--- src/rtl/core/mexp_pkg.sv ---
// Shared widths, register indexes and sequencer states for the modular exponentiation unit.
`timescale 1ns / 1ps

package mexp_pkg;

	localparam int WORD_WIDTH = 16;
	// 2*acc + a stays below 3*m, so two bits of headroom
	localparam int ACC_W = WORD_WIDTH + 2;
	localparam int CNT_W = $clog2(WORD_WIDTH + 1);
	localparam int BIT_W = $clog2(WORD_WIDTH);
	localparam int CFG_IDX_W = 2;

	typedef logic [WORD_WIDTH-1:0] word_t;
	typedef logic [CFG_IDX_W-1:0] cfg_idx_t;

	localparam cfg_idx_t REG_MODULUS = 2'd0;
	localparam cfg_idx_t REG_PRIV_EXP = 2'd1;
	localparam cfg_idx_t REG_PUB_EXP = 2'd2;

	localparam word_t MODULUS_RST = word_t'(2);
	localparam word_t EXP_RST = word_t'(1);
	localparam word_t WORD_ONE = word_t'(1);

	typedef enum logic [2:0] {
		ST_IDLE,
		ST_REDUCE,
		ST_PICK,
		ST_MUL,
		ST_SQR,
		ST_DONE
	} mexp_state_t;

	// Handshake toward the bit-serial multiplier
	typedef struct packed {
		logic start;
		word_t a;
		word_t b;
	} mexp_mul_req_t;

	typedef struct packed {
		logic done;
		word_t prod;
	} mexp_mul_rsp_t;

endpackage

--- src/rtl/core/mexp_modmul.sv ---
// Bit-serial interleaved modular multiplier: one multiplier bit per cycle, MSB first.
`timescale 1ns / 1ps

module mexp_modmul (
	input  logic                   clk,
	input  logic                   arst_n,
	input  mexp_pkg::mexp_mul_req_t req,
	input  mexp_pkg::word_t        modulus,
	output mexp_pkg::mexp_mul_rsp_t rsp
);
	import mexp_pkg::*;

	logic             busy_q;
	logic [CNT_W-1:0] cnt_q;
	word_t            a_q;
	word_t            b_q;
	word_t            m_q;
	word_t            acc_q;

	logic [ACC_W-1:0] t;
	logic [ACC_W-1:0] m1;
	logic [ACC_W-1:0] m2;
	word_t            acc_nxt;

	// Double, add a when the current multiplier bit is set, then fold back below m
	always_comb begin
		m1 = ACC_W'(m_q);
		m2 = {1'b0, m_q, 1'b0};
		t = {1'b0, acc_q, 1'b0} + (b_q[WORD_WIDTH-1] ? ACC_W'(a_q) : '0);
		if (t >= m2) begin
			acc_nxt = WORD_WIDTH'(t - m2);
		end else if (t >= m1) begin
			acc_nxt = WORD_WIDTH'(t - m1);
		end else begin
			acc_nxt = WORD_WIDTH'(t);
		end
	end

	always_ff @(posedge clk or negedge arst_n) begin
		if (!arst_n) begin
			busy_q <= 1'b0;
			cnt_q <= '0;
		end else if (req.start) begin
			busy_q <= 1'b1;
			cnt_q <= CNT_W'(WORD_WIDTH);
		end else if (busy_q) begin
			cnt_q <= cnt_q - CNT_W'(1);
			if (cnt_q == CNT_W'(1)) begin
				busy_q <= 1'b0;
			end
		end
	end

	always_ff @(posedge clk) begin
		if (req.start) begin
			a_q <= req.a;
			b_q <= req.b;
			m_q <= modulus;
			acc_q <= '0;
		end else if (busy_q) begin
			acc_q <= acc_nxt;
			b_q <= {b_q[WORD_WIDTH-2:0], 1'b0};
		end
	end

	assign rsp.done = busy_q && (cnt_q == CNT_W'(1));
	assign rsp.prod = acc_nxt;

endmodule

--- src/rtl/core/modular_exponentiation_unit.sv ---
// Top level: configuration registers, square-and-multiply sequencer and result strobe.
`timescale 1ns / 1ps

// Computes value^e mod modulus for one 16-bit word at a time, e being the
// private exponent when mode is 0 and the public exponent when mode is 1.
// Pulse start while busy is low to hand in a word; busy stays high until the
// result has been shown. The result appears on result for exactly one cycle
// with result_valid high and must be taken then: there is no way to hold it
// off. The bit-serial modular multiplier retires one multiplier bit per cycle;
// one product reduces the input, then each of the 16 exponent bits costs one
// scheduling state, one squaring and, when the bit is set, one more product.
// A modulus below 2 gives 0. The configuration channel is always ready;
// write it only while busy is low. A zero exponent gives 1, and a value at or
// above the modulus is reduced first.
module modular_exponentiation_unit (
	input  logic                  clk,
	input  logic                  arst_n,
	// command side
	input  logic                  start,
	output logic                  busy,
	input  logic                  mode,
	input  mexp_pkg::word_t       value,
	// result side
	output logic                  result_valid,
	output mexp_pkg::word_t       result,
	// configuration write channel
	input  logic                  cfg_valid,
	output logic                  cfg_ready,
	input  mexp_pkg::cfg_idx_t    cfg_index,
	input  mexp_pkg::word_t       cfg_data
);
	import mexp_pkg::*;

	word_t            modulus_q;
	word_t            priv_exp_q;
	word_t            pub_exp_q;

	mexp_state_t      state_q;
	mexp_state_t      state_nxt;
	word_t            exp_q;      // exponent, shifted right one bit per round
	logic [BIT_W-1:0] bit_q;      // exponent bit under work
	word_t            acc_q;      // running product
	word_t            sq_q;       // running square of the reduced value

	mexp_mul_req_t    mul_req;
	mexp_mul_rsp_t    mul_rsp;

	logic             mod_small;
	logic             last_bit;

	assign cfg_ready = 1'b1;
	assign mod_small = (modulus_q < word_t'(2));
	assign last_bit = (bit_q == BIT_W'(WORD_WIDTH - 1));

	// Configuration registers: take a word on every valid, drop unknown indexes
	always_ff @(posedge clk or negedge arst_n) begin
		if (!arst_n) begin
			modulus_q <= MODULUS_RST;
			priv_exp_q <= EXP_RST;
			pub_exp_q <= EXP_RST;
		end else if (cfg_valid && cfg_ready) begin
			unique case (cfg_index)
				REG_MODULUS:  modulus_q <= cfg_data;
				REG_PRIV_EXP: priv_exp_q <= cfg_data;
				REG_PUB_EXP:  pub_exp_q <= cfg_data;
				default: ;
			endcase
		end
	end

	mexp_modmul u_modmul (
		.clk     (clk),
		.arst_n  (arst_n),
		.req     (mul_req),
		.modulus (modulus_q),
		.rsp     (mul_rsp)
	);

	// Sequencer: next state and multiplier launches
	always_comb begin
		state_nxt = state_q;
		mul_req.start = 1'b0;
		mul_req.a = sq_q;
		mul_req.b = sq_q;
		unique case (state_q)
			ST_IDLE: begin
				if (start) begin
					if (mod_small) begin
						state_nxt = ST_DONE;
					end else begin
						// value * 1 mod m reduces the input word
						mul_req.start = 1'b1;
						mul_req.a = WORD_ONE;
						mul_req.b = value;
						state_nxt = ST_REDUCE;
					end
				end
			end
			ST_REDUCE: begin
				if (mul_rsp.done) begin
					state_nxt = ST_PICK;
				end
			end
			ST_PICK: begin
				mul_req.start = 1'b1;
				if (exp_q[0]) begin
					mul_req.a = acc_q;
					state_nxt = ST_MUL;
				end else begin
					state_nxt = ST_SQR;
				end
			end
			ST_MUL: begin
				// squaring follows straight on; sq holds until it finishes
				if (mul_rsp.done) begin
					mul_req.start = 1'b1;
					state_nxt = ST_SQR;
				end
			end
			ST_SQR: begin
				if (mul_rsp.done) begin
					state_nxt = last_bit ? ST_DONE : ST_PICK;
				end
			end
			ST_DONE: begin
				state_nxt = ST_IDLE;
			end
			default: begin
				state_nxt = ST_IDLE;
			end
		endcase
	end

	always_ff @(posedge clk or negedge arst_n) begin
		if (!arst_n) begin
			state_q <= ST_IDLE;
		end else begin
			state_q <= state_nxt;
		end
	end

	// Datapath registers: load on an accepted start, advance on multiplier completion
	always_ff @(posedge clk) begin
		unique case (state_q)
			ST_IDLE: begin
				if (start) begin
					exp_q <= mode ? pub_exp_q : priv_exp_q;
					bit_q <= '0;
					acc_q <= mod_small ? '0 : WORD_ONE;
				end
			end
			ST_REDUCE: begin
				if (mul_rsp.done) begin
					sq_q <= mul_rsp.prod;
				end
			end
			ST_MUL: begin
				if (mul_rsp.done) begin
					acc_q <= mul_rsp.prod;
				end
			end
			ST_SQR: begin
				if (mul_rsp.done) begin
					sq_q <= mul_rsp.prod;
					exp_q <= {1'b0, exp_q[WORD_WIDTH-1:1]};
					bit_q <= bit_q + BIT_W'(1);
				end
			end
			default: ;
		endcase
	end

	assign busy = (state_q != ST_IDLE);
	// One-cycle strobe; the running product is final in the done state
	assign result_valid = (state_q == ST_DONE);
	assign result = acc_q;

endmodule

--- config.mk ---
export PLATFORM = sky130hd
export DESIGN_NAME = modular_exponentiation_unit
export DESIGN_NICKNAME = d
export VERILOG_FILES = /design/src/rtl/core/mexp_pkg.sv /design/src/rtl/core/mexp_modmul.sv /design/src/rtl/core/modular_exponentiation_unit.sv
export SDC_FILE = /design/constraint.sdc
export NUM_CORES = 1
export LEC_CHECK = 0
export ABC_AREA = 1
export BUFFER_PORTS_ARGS = -buffer_cell sky130_fd_sc_hd__buf_2
export CELL_PAD_IN_SITES_DETAIL_PLACEMENT = 1
export CELL_PAD_IN_SITES_GLOBAL_PLACEMENT = 2
export CORE_ASPECT_RATIO = 0.5
export CORE_UTILIZATION = 40
export DETAILED_ROUTE_END_ITERATION = 12
export PLACE_DENSITY = 0.91
export SETUP_SLACK_MARGIN = 0.1
export SYNTH_ARGS = -nofsm -noshare
export SYNTH_HDL_FRONTEND = slang
export SYNTH_HIERARCHICAL = 1
export SYNTH_SLANG_ARGS = --single-unit
--- constraint.sdc ---
create_clock -name clk -period 9.3 [get_ports clk]
set_input_delay 0.465 -clock clk [delete_from_list [all_inputs] [get_ports clk]]
set_output_delay 0.465 -clock clk [all_outputs]
set_load 0.01 [all_outputs]
==> Yosys cells after proc, flatten, opt, wreduce, memory -nomap -nowiden <==
Cells that the tools add are included.
{ "op_classes": {"n_addsub": 5, "magnitude_cmp": 3, "n_eq_ne": 13, "n_mux": 36, "reduce_logical": 15} }
{ "ops": {"columns": ["op", "n"], "rows": [
  ["2-to-1 mux 16 bit", 12],
  ["one-hot mux 16 bit (2 select lines)", 3],
  ["2-to-1 mux 33 bit", 2],
  ["subtractor 16 bit", 2],
  ["2-to-1 mux 3 bit", 7],
  ["adder 17 x 16 -> 18 bit", 1],
  [">= comparator 18 x 16 -> 1 bit", 1],
  [">= comparator 18 x 17 -> 1 bit", 1],
  ["less-than comparator 16 x 2 -> 1 bit, second input constant", 1],
  ["one-hot mux 3 bit (5 select lines)", 1],
  ["2-to-1 mux 5 bit", 2],
  ["2-to-1 mux 4 bit", 2],
  ["inequality test 2 bit, second input constant", 4],
  ["one-hot mux 4 bit (2 select lines)", 1],
  ["AND reduction 2 bit", 4],
  ["== test 3 x 2 -> 1 bit, second input constant", 2],
  ["== test 3 bit, second input constant", 2],
  ["AND reduction 3 bit", 2],
  ["nonzero test 2 bit", 3],
  ["== test 5 x 1 -> 1 bit, second input constant", 1],
  ["2-to-1 mux 1 bit", 5],
  ["subtractor 5 x 1 -> 5 bit, second input constant", 1],
  ["adder 4 x 1 -> 4 bit, second input constant", 1],
  ["== test 4 bit, second input constant", 1],
  ["10 further kinds", 10]
]} }
{ "word_totals": {"register_bits": 173, "in_bits": 39, "out_inout_bits": 19, "elab_cells": 86} }

==> Longest topological paths before layout <==
Gate-level depths: netlist of run 1.
{ "depth": {"word_depth": 7, "mapped_depth": 30, "mapped_depth_nobuf": 28} }

==> Modules after synthesis <==
The synthesis of run 1 kept the hierarchy.
{ "modules_own_cells": {"columns": ["mod", "instances", "cells_per_inst", "area_each_um2", "seq_area_each_um2"], "rows": [
  ["mexp_modmul", 1, 771, 5660.4, 1911.8],
  ["modular_exponentiation_unit", 1, 525, 4723.3, 2841.5]
]} }

==> Worst setup path before layout of run 1 <==
No wires, ideal clock.
{ "synth_path": {"path_type": "register to register", "start": "register u_modmul.b_q[15]", "end": "register acc_q[7] (netlist: result[7]) (data pin)", "setup_ns": 0.256, "t_arrival_ns": 3.454, "required_ns": 9.044, "path_slack_ns": 5.590, "stages_incl_launch_ff": 25, "path_buffers": 2, "period_less_slack_ns": 3.710, "path_cell_list": "edfxtp_1 -> clkbuf_2 -> nand2_1 -> inv_1 -> ha_1 -> inv_1 -> fa_1 -> nand3b_1 -> nand2_1 -> nand2_1 -> nand2_2 -> a21oi_1 -> xnor2_1 -> ha_1 -> nand2_1 -> nor2_1 -> and2_1 -> a31oi_2 -> nand3_4 -> buf_6 -> o21ai_0 -> nand3_1 -> and2_1 -> inv_1 -> nor2_1"} }
{ "synth_lines": {"columns": ["element", "line", "rtl"], "rows": [
  ["start: declaration", "mexp_modmul.sv:16", "word_t b_q;"],
  ["start signal: assignment", "mexp_modmul.sv:57", "b_q <= req.b;"],
  ["start signal: assignment", "mexp_modmul.sv:62", "b_q <= {b_q[WORD_WIDTH-2:0], 1'b0};"],
  ["end signal: assignment", "modular_exponentiation_unit.sv:149", "acc_q <= mod_small ? '0 : WORD_ONE;"],
  ["end signal: assignment", "modular_exponentiation_unit.sv:159", "acc_q <= mul_rsp.prod;"],
  ["end: declaration", "modular_exponentiation_unit.sv:42", "word_t acc_q;"]
]} }

==> results of run 1 <==
==> state kept, by name, indices dropped and copies added, names as in the netlist <==
register         count
u_modmul/b_q        16
u_modmul/a_q        16
sq_q                16
u_modmul/cnt_q       5
priv_exp_q          16
modulus_q           16
result              16
u_modmul/acc_q      16
u_modmul/m_q        16
exp_q               16
pub_exp_q           16
bit_q                4
u_modmul/busy_q      1
state_q              3
==> placed cells by master, fill, tap and decap left out, types with 16 or more instances in the layout <==
master / instances
a21oi_1: 43
and2_1: 16
buf_2: 56
clkbuf_16: 19
dfrtp_1: 54
dfxtp_1: 16
edfxtp_1: 100
ha_1: 50
inv_1: 162
nand2_1: 439
nand3_1: 76
nor2_1: 66
o21ai_0: 107
xor2_1: 22
==> metrics by stage <==
step           utilization [%]  cell area [um^2]  hold WS (ns)  setup slack (ns)  std cells
3_3_place_gp             43.12             10930        0.4357             4.313       1665
3_5_place_dp             43.12             10930        0.4521             4.158       1665
4_1_cts                  45.47             11520        0.1869             4.136       1697
6_report                 45.47             11520        0.1720             4.110       1697
5_1_grt                  45.47             11520        0.2252             3.667       1697
2_1_floorplan                -             10380        0.1694             5.590       1296
==> cell type report <==
cell class,instances,share of cell area [%]
multi-input combinational,920,41.65
sequential,173,41.25
inverter,167,5.440
clock buffer,20,4.245
tap,344,3.735
timing repair buffer,61,2.758
clock inverter,12,0.9229
==> critical path: cells and delay by family (launching register included) <==
family | cells | cell delay [ns]
DFF | 1 | 0.71
AOI/OAI and AO/OA | 3 | 0.81
xor gates and xnor gates | 1 | 0.44
buffers and inverters | 4 | 0.49
adders and majority gates | 3 | 1.00
and+or+nand+nor | 14 | 1.58
==> layer usage <==
| metal | GRT usage, % | wire (um) |
|---|---|---|
| met1 | 33.58 | 14940 |
| met2 | 37.43 | 13450 |
| met3 | 3.789 | 1216 |
| met4 | 6.667 | 451 |
| met5 | 0 | 0 |
==> cell families (layout without fill, tap and decap cells) <==
| logic type | after synthesis | in the layout |
|---|---|---|
| and+or+nand+nor | 654 | 654 |
| buffers and inverters | 203 | 260 |
| AOI/OAI and AO/OA | 178 | 178 |
| DFF | 173 | 173 |
| adders and majority gates | 53 | 53 |
| xor gates and xnor gates | 33 | 33 |
| other | 1 | 1 |
| muxes | 1 | 1 |
==> worst min path at each step <==
| stage | from | to | slack (ns) | cells past startpoint |
|---|---|---|---|---|
| 2_1_floorplan | arst_n | modulus_q[0] | 0.17 | 0 |
| 3_5_place_dp | u_modmul/acc_q[6] | u_modmul/acc_q[6] | 0.45 | 2 |
| 4_1_cts | arst_n | pub_exp_q[7] | 0.19 | 2 |
| 3_3_place_gp | modulus_q[0] | u_modmul/m_q[0] | 0.44 | 0 |
| 6_report | arst_n | pub_exp_q[4] | 0.17 | 2 |
| 5_1_grt | arst_n | priv_exp_q[1] | 0.23 | 2 |
==> results.md, run 1 <==
- Status: complete, no violations
- Number of global-route vias before repair: 8895
- Sequential area share after synthesis: 45.78%
- Area of the multi-input gates: 4800 um^2
- Yosys warns: 6
- Pin count of the biggest net entering global routing: 58
- Setup repair after global routing missed its margin: false
- Cell count after synthesis: 1296
- Setup slack of the worst register-to-register path: 4.11 ns
- Die X-Extent: 229.9 um
- Synth Area in Compound Gates: 9.495%
- Crit Reg-Reg Startpoint: u_modmul/b_q[15]
- Achievable clock frequency: 0.1927 GHz
- Clock tree from TritonCTS: yes
- CP Launch Type: flop
- Number of max-cap violations: 0
- Router iterations before antenna repair: 8
- Slowest Stage Delay on Critical Path: 0.71 ns
- Clock sinks: 173
- Cell types with the largest area share after synthesis: edfxtp_1 29%, nand2_1 16%, dfrtp_1 13%
- Clock Tree Root: clkbuf_16
- Endpoint required time on the critical path: 9.56 ns
- Actual transition at the worst max-transition pin: 1.143 ns
- Final critical path time including I/O delays and setup: 5.190 ns
- Flop and latch count out of synthesis: 173
- Die Area: 26650 um^2
- WL/cell: 17.71 um
- Net count of the finished layout: 1432
- Residual DRC count: 0
- Skew-Pair Late Insertion Delay: 0.45 ns
- Worst hold path class: primary input to asynchronous set/reset pin
- Post-DP HPWL: 23160 um
- Adder and majority cell fraction of the synthesized area: 6.603%
- Buffers on Ports: 56
- Multiplexer share of the synthesized area: 0.1084%
- Std cell rows: 41
- Most used standard cell by instance count after synthesis: nand2_1
- Initial standard-cell utilization of the core: 40.97%
- Share of layout cells above drive strength 1: 10.72%
- Kind of capture point of the worst setup path: flop
- Main synth FF type: edfxtp_1
- Level count of the clock H-tree: 4
- Antenna diode count: 0
- Reg2Reg Depth: 25
- Clock Pin Slew Worst Setup and Hold Paths: 0.07 ns
- WP data arrival: 5.45 ns
- Maximum clock insertion buffer count: 2
- Number of antenna violations at the first check in global routing: 0
- Number of flops mapped to enable cells by yosys: 100
- Overflow left after global routing: 0
- End point of the critical path: result[6]
- Height of the chip: 115.9 um
- Cell accounting for the most synthesized area: edfxtp_1
- Final setup fails: 0
- CP Max Fanout: 21
- Combinational family with the most area after synthesis: simple AND/OR/NAND/NOR gates
- Sequential cell area in the final layout: 4753 um^2
- Worst path slowest cell: edfxtp_1
- Post-cts repair resize count: 0
- FFs w/ async S/R, synth: 32.95%
- Growth of design area from synthesis to finish: 10.98%
- Count of hold-fix buffers inserted at cts: 0
- Total track usage: 23.64%
- Synthesized cell area: 10380 um^2
- Via count: 8674
- Setup total negative slack: 0 ns
- Number of DRC markers after the initial detailed-route iteration: 450
- Global-route wire length before repair: 48320 um
- Relative slew slack: 23.61%
- Area share of the largest cell type after synthesis: 28.92%
- Most frequent cell on the critical path: nand2_1
- I/O pin count: 58
- Number of fill cells: 3102
- Final Max Slew Viols: 0
- Critical path start-end classification: flop to flop
- Area share of xor/xnor cells in the synthesized design: 2.783%
- Total routed wirelength: 30060 um
- Antenna Nets Post-Route: 0
- Synthesized area divided by synthesized cell count: 8.012 um^2
- Worst clock skew: 0.01338 ns
- Final cycle utilization of the critical path: 55.81%
- Hold Fails Final Rpt: 0
- Synthesized net count: 1388
- Fraction of the mapped netlist area in simple logic gates: 27.09%
- Top cell types by occurrence after synthesis: 440 x nand2_1, 162 x inv_1, 107 x o21ai_0
- Last weighted congestion value of the routability-driven placer: 0.9550
- Mean number of vias per cell: 5.111
- Total CTS buffers: 17
- Launching element of the worst setup path: u_modmul/b_q[15]
- End of the worst register-to-register path: result[6]
- CORE AREA: 25340 um^2
- Postcts setup bufs: 0
- Number of distinct standard cells referenced by the synthesized netlist: 53
Power of run 1 is left out: the tool's default activity adds up to more than one toggle a clock period on the data nets, which glitch-free logic cannot reach.
==> inputs of run 2 (changes only) <==
--- a/config.mk
+++ b/config.mk
@@ -5,14 +5,14 @@
 export SDC_FILE = /design/constraint.sdc
 export NUM_CORES = 1
 export LEC_CHECK = 0
-export ABC_AREA = 1
+export ABC_AREA = 0
 export BUFFER_PORTS_ARGS = -buffer_cell sky130_fd_sc_hd__buf_2
 export CELL_PAD_IN_SITES_DETAIL_PLACEMENT = 1
 export CELL_PAD_IN_SITES_GLOBAL_PLACEMENT = 2
 export CORE_ASPECT_RATIO = 0.5
-export CORE_UTILIZATION = 40
+export CORE_UTILIZATION = 38
 export DETAILED_ROUTE_END_ITERATION = 12
-export PLACE_DENSITY = 0.91
+export PLACE_DENSITY = 0.83
 export SETUP_SLACK_MARGIN = 0.1
 export SYNTH_ARGS = -nofsm -noshare
 export SYNTH_HDL_FRONTEND = slang
==> constraint.sdc (replaced) <==
create_clock -name clk -period 4.5 [get_ports clk]
set_input_delay 0.225 -clock clk [delete_from_list [all_inputs] [get_ports clk]]
set_output_delay 0.225 -clock clk [all_outputs]
set_load 0.01 [all_outputs]
==> results.md, run 2 <==
- Antenna Nets Post-Route: 0
- Total routed wirelength: 30900 um
- WL/cell: 21.37 um
- Flop and latch count out of synthesis: 173
- CP Launch Type: flop
- Actual transition at the worst max-transition pin: 1.192 ns
- Hold Fails Final Rpt: 0
- Highest-count cells in the layout ignoring fill and taps: 154 x buf_4, 100 x edfxtp_1, 56 x buf_2
- Global-route wire length before repair: 46950 um
- Clock tree from TritonCTS: yes
- Die Area: 26840 um^2
- Number of max-cap violations: 0
- I/O pin count: 58
- Number of DRC markers after the initial detailed-route iteration: 450
- Clock sinks: 173
- Maximum clock insertion buffer count: 2
- Setup slack of the critical path after layout: -0.5370 ns
- Total track usage: 23.37%
- Level count of the clock H-tree: 4
- Via count: 7856
- Setup total negative slack: -16.55 ns
- Clock Pin Slew Worst Setup and Hold Paths: 0.07 ns
- Number of flops mapped to enable cells by yosys: 100
- Worst clock skew: 0.01249 ns
- Endpoint required time on the critical path: 4.70 ns
- Synthesized cell area: 9938 um^2
- Last weighted congestion value of the routability-driven placer: 0.8844
- Slowest Stage Delay on Critical Path: 0.52 ns
- Area share of the largest cell type after synthesis: 30.22%
- Setup repair after global routing missed its margin: true
- FFs w/ async S/R, synth: 32.95%
- Yosys warns: 6
- Number of antenna violations at the first check in global routing: 0
- Achievable clock frequency: 0.1985 GHz
- Growth of design area from synthesis to finish: 33.07%
- Relative slew slack: 20.15%
- Placed cell areas: 11600 um^2
- Std cell rows: 41
- Number of distinct standard cells referenced by the synthesized netlist: 78
- Residual DRC count: 0
- Status: finished, violations left
- Kind of capture point of the worst setup path: flop
- Mean number of vias per cell: 5.433
- Skew-Pair Late Insertion Delay: 0.45 ns
- Router iterations before antenna repair: 4
- Post-DP HPWL: 22220 um
- Final cycle utilization of the critical path: 111.9%
- Failing checks: setup timing
- Post-place setup slack: -0.5393 ns
- Top cell types by occurrence after synthesis: 100 x edfxtp_1, 54 x dfrtp_1, 50 x ha_1
- Cell types with the largest area share after synthesis: edfxtp_1 30%, dfrtp_1 14%, ha_1 6.3%
- Final standard cell area without fillers: 13230 um^2
- Height of the chip: 116.4 um
- Final setup fails: 48
- Die X-Extent: 230.7 um
- CORE AREA: 25440 um^2
- Most used standard cell by instance count after synthesis: edfxtp_1
- Net count of the finished layout: 1181
- Worst hold path class: primary input to flop
- WP data arrival: 5.24 ns
- Worst path slowest cell: edfxtp_1
- CP bufs+invs: 6
- Main synth FF type: edfxtp_1
- Cell-by-cell listing of the critical path: buf_6, nand2_4, inv_4, ha_4, a211oi_4, nor4_1, or2_1, or3_4, a221o_1, xor2_2, buf_4, ha_4, inv_4, nor4_4, o21ai_1, nand3b_1, a31oi_2, nand4b_1, buf_6, buf_12, mux2i_4, mux2i_4, and2_4
- CP Max Fanout: 6
- Buffers on Ports: 56
- Sequential area share after synthesis: 47.83%
- Number of global-route vias before repair: 8222
- Overflow left after global routing: 0
- Critical path start-end classification: flop to flop
- Cell count after synthesis: 872
- Total CTS buffers: 17
- Synthesized net count: 964
- Antenna diode count: 0
- Final Max Slew Viols: 0
- Synthesized area divided by synthesized cell count: 11.40 um^2
- Cell family with most CP delay: simple AND/OR/NAND/NOR gates
- Cell accounting for the most synthesized area: edfxtp_1
- Share of layout cells above drive strength 1: 39.29%
- Clock Tree Root: clkbuf_16
- Most common library cell in the layout ignoring fill and taps: buf_4
- Final critical path time including I/O delays and setup: 5.037 ns
- Initial standard-cell utilization of the core: 39.06%
- Pin count of the biggest net entering global routing: 58
run 2: worst reg2reg max path, cell delays in order, from the launching register on:
cell	delay (ns)
edfxtp_1	0.52
buf_6	0.18
nand2_4	0.06
inv_4	0.04
ha_4	0.24
a211oi_4	0.25
nor4_1	0.07
or2_1	0.25
or3_4	0.40
a221o_1	0.37
xor2_2	0.18
buf_4	0.17
ha_4	0.29
inv_4	0.04
nor4_4	0.27
o21ai_1	0.14
nand3b_1	0.13
a31oi_2	0.06
nand4b_1	0.20
buf_6	0.17
buf_12	0.16
mux2i_4	0.30
mux2i_4	0.13
and2_4	0.17
run 2: layer usage:
metal	share of wire (%)	routed length [um]	GRT usage [%]
met5	0	0	0
met4	1.6	496	6.313
met3	4.1	1257	4.688
met2	47	14440	38.45
met1	48	14700	31.66
run 2: layout make-up:
cell class                      instances  area [um^2]
Multi-Input combinational cell        625         5613
Sequential cell                       173         4753
Timing Repair Buffer                  233         1733
Inverter                               39        151.4
Fill cell                            2708        12220
Clock inverter                         13        107.6
Clock buffer                           19        436.7
Tap cell                              344        430.4
run 2: through the flow:
stage | util, % | hold WS [ns] | instances
floorplan | - | -0.07059 | 872
global placement | 45.59 | 0.4025 | 1371
detailed placement | 45.59 | 0.4184 | 1371
CTS | 51.08 | 0.001298 | 1429
global route | 51.98 | 0.02601 | 1446
finish | 51.98 | 0.02231 | 1446
run 2: worst paths after layout:
kind / startpoint / endpoint / slack (ns) / cells after the start
max: u_modmul/b_q[15] / result[7] / -0.54 / 23
min: cfg_data[11] / priv_exp_q[11] / 0.02 / 2
max reg2reg: u_modmul/b_q[15] / result[7] / -0.54 / 23
min reg2reg: modulus_q[0] / u_modmul/m_q[0] / 0.45 / 0
max in group asynchronous: arst_n / u_modmul/cnt_q[1] / 3.54 / 3
min in group asynchronous: arst_n / priv_exp_q[10] / 0.45 / 3
run 2: logic make-up after synthesis:
kind of cell | share of synthesized area (%)
xor+xnor | 3.878
buf+inv | 3.248
compound gates | 12.28
other cells | 0.03773
flops | 47.83
simple gates | 12.06
fa+ha+maj | 6.899
mux | 13.77
run 2: repair_timing:
| item | 4_1_cts | 5_1_grt |
|---|---|---|
| hold buffers | 1 | 0 |
| gates cloned | 2 | 0 |
| hold endpoints to repair | 54 | 0 |
| setup buffers | 26 | 21 |
| endpoints found under the setup margin | 48 | 48 |
| pin swaps | 34 | 23 |
| resized for setup | 123 | 28 |
Power of run 2 is left out for the same reason.
==> inputs of run 3 (changes only) <==
--- a/config.mk
+++ b/config.mk
@@ -12,7 +12,7 @@
 export CORE_ASPECT_RATIO = 0.5
 export CORE_UTILIZATION = 38
 export DETAILED_ROUTE_END_ITERATION = 12
-export PLACE_DENSITY = 0.83
+export PLACE_DENSITY_LB_ADDON = 0.3
 export SETUP_SLACK_MARGIN = 0.1
 export SYNTH_ARGS = -nofsm -noshare
 export SYNTH_HDL_FRONTEND = slang
==> results.md, run 3 (same netlist as run 2, synthesis figures left out) <==
- Failing checks: setup timing
- Level count of the clock H-tree: 4
- Post-route core utilization: 51.22%
- Placed cell areas: 11540 um^2
- Actual transition at the worst max-transition pin: 1.392 ns
- WL/cell: 20.26 um
- Endpoint required time on the critical path: 4.70 ns
- Clock tree from TritonCTS: yes
- Worst hold path class: primary input to flop
- Final cycle utilization of the critical path: 108.0%
- Overflow left after global routing: 0
- Final Max Slew Viols: 0
- Std cell rows: 41
- Residual DRC count: 0
- Setup total negative slack: -10.29 ns
- Via count: 7719
- Die Area: 26840 um^2
- Pin count of the biggest net entering global routing: 58
- Skew-Pair Late Insertion Delay: 0.45 ns
- Initial standard-cell utilization of the core: 39.06%
- Growth of design area from synthesis to finish: 31.15%
- Antenna Nets Post-Route: 0
- Buffers on Ports: 56
- Clock Tree Root: clkbuf_16
- WP data arrival: 5.06 ns
- Achievable clock frequency: 0.2058 GHz
- Total routed wirelength: 28930 um
- Maximum clock insertion buffer count: 2
- Height of the chip: 116.4 um
- Most common library cell in the layout ignoring fill and taps: buf_4
- CORE AREA: 25440 um^2
- Die X-Extent: 230.7 um
- Net count of the finished layout: 1163
- Last weighted congestion value of the routability-driven placer: 0.8531
- Global-route wire length before repair: 44290 um
- Status: finished, violations left
- CP Launch Type: flop
- Total CTS buffers: 17
- Highest-count cells in the layout ignoring fill and taps: 142 x buf_4, 100 x edfxtp_1, 56 x buf_2
- Post-DP HPWL: 20970 um
- Final standard cell area without fillers: 13030 um^2
- CP Max Fanout: 8
- Mean number of vias per cell: 5.405
- Number of global-route vias before repair: 7986
- Final setup fails: 48
- Number of max-cap violations: 0
- Share of layout cells above drive strength 1: 37.45%
- Number of antenna violations at the first check in global routing: 0
- Clock Pin Slew Worst Setup and Hold Paths: 0.07 ns
- Antenna diode count: 0
- Kind of capture point of the worst setup path: flop
- I/O pin count: 58
- Relative slew slack: 6.847%
- Number of DRC markers after the initial detailed-route iteration: 476
- Router iterations before antenna repair: 5
- Critical path start-end classification: flop to flop
- Setup repair after global routing missed its margin: true
- Final critical path time including I/O delays and setup: 4.858 ns
- Hold Fails Final Rpt: 0
- Clock sinks: 173
- Setup slack of the critical path after layout: -0.3581 ns
- Total track usage: 21.84%
- Worst slack on hold paths: 0.02931 ns
- Worst clock skew: 0.01491 ns
run 3: cell types whose count changed in the layout (fill, tap and decap cells not counted), sizes merged:
cell      previous run  this run
clkinvlp             0         2
clkbuf              19        26
inv                 46        40
bufinv               0         1
clkinv               6         5
nand2               50        51
buf                232       210
run 3: final cells by class:
| type | instances | area, um^2 |
|---|---|---|
| inverter | 39 | 146.4 |
| timing repair buffer | 214 | 1617 |
| tap | 344 | 430.4 |
| clock buffer | 23 | 499.2 |
| clock inverter | 9 | 81.33 |
| sequential | 173 | 4753 |
| fill | 2735 | 12410 |
| multi-input combinational | 626 | 5507 |
run 3: through the flow:
stage,setup WS (ns),std cells
floorplan,0.04438,872
global placement,-0.3391,1358
detailed placement,-0.5364,1358
CTS,-0.2223,1417
global route,-0.5525,1428
finish,-0.3581,1428
run 3: routing by layer:
layer	vias up	global-route usage (%)	share of wire (%)
li1	3645	-	-
met1	3886	31.01	50
met2	157	34.20	45
met3	31	4.077	4.0
met4	0	6.181	1.3
met5	-	0	0
run 3: final timing paths:
kind                       depth (start not counted)             start  slack [ns]              end
setup / recovery                                  23  u_modmul/b_q[15]       -0.36       result[10]
hold / removal                                     2      cfg_data[10]        0.03   priv_exp_q[10]
setup reg to reg                                  23  u_modmul/b_q[15]       -0.36       result[10]
hold reg to reg                                    0      modulus_q[0]        0.45  u_modmul/m_q[0]
max in group asynchronous                          3            arst_n        3.56    modulus_q[13]
min in group asynchronous                          3            arst_n        0.46     pub_exp_q[3]
run 3: what timing repair did:
action / CTS / global route
setup buffers: 24 / 9
pin swaps: 19 / 19
setup endpoints to repair: 48 / 48
cloned: 2 / 2
hold endpoints to repair: 54 / 0
gates resized for setup: 80 / 39
hold buffers: 1 / 0
run 3: worst max-delay path, cell delays in order, from the launching register on:
cell      delay, ns
edfxtp_1       0.52
buf_6          0.18
nand2_4        0.05
inv_2          0.04
ha_4           0.22
a211oi_4       0.26
nor4_2         0.07
or2_1          0.27
or3_4          0.39
a221o_1        0.41
xor2_4         0.20
buf_6          0.14
ha_4           0.29
inv_2          0.05
nor4_4         0.14
o21ai_1        0.11
nand3b_1       0.11
a31oi_2        0.06
nand4b_1       0.15
buf_6          0.15
buf_12         0.16
mux2i_4        0.32
mux2i_4        0.14
and2_1         0.18
Power of run 3 is left out for the same reason.
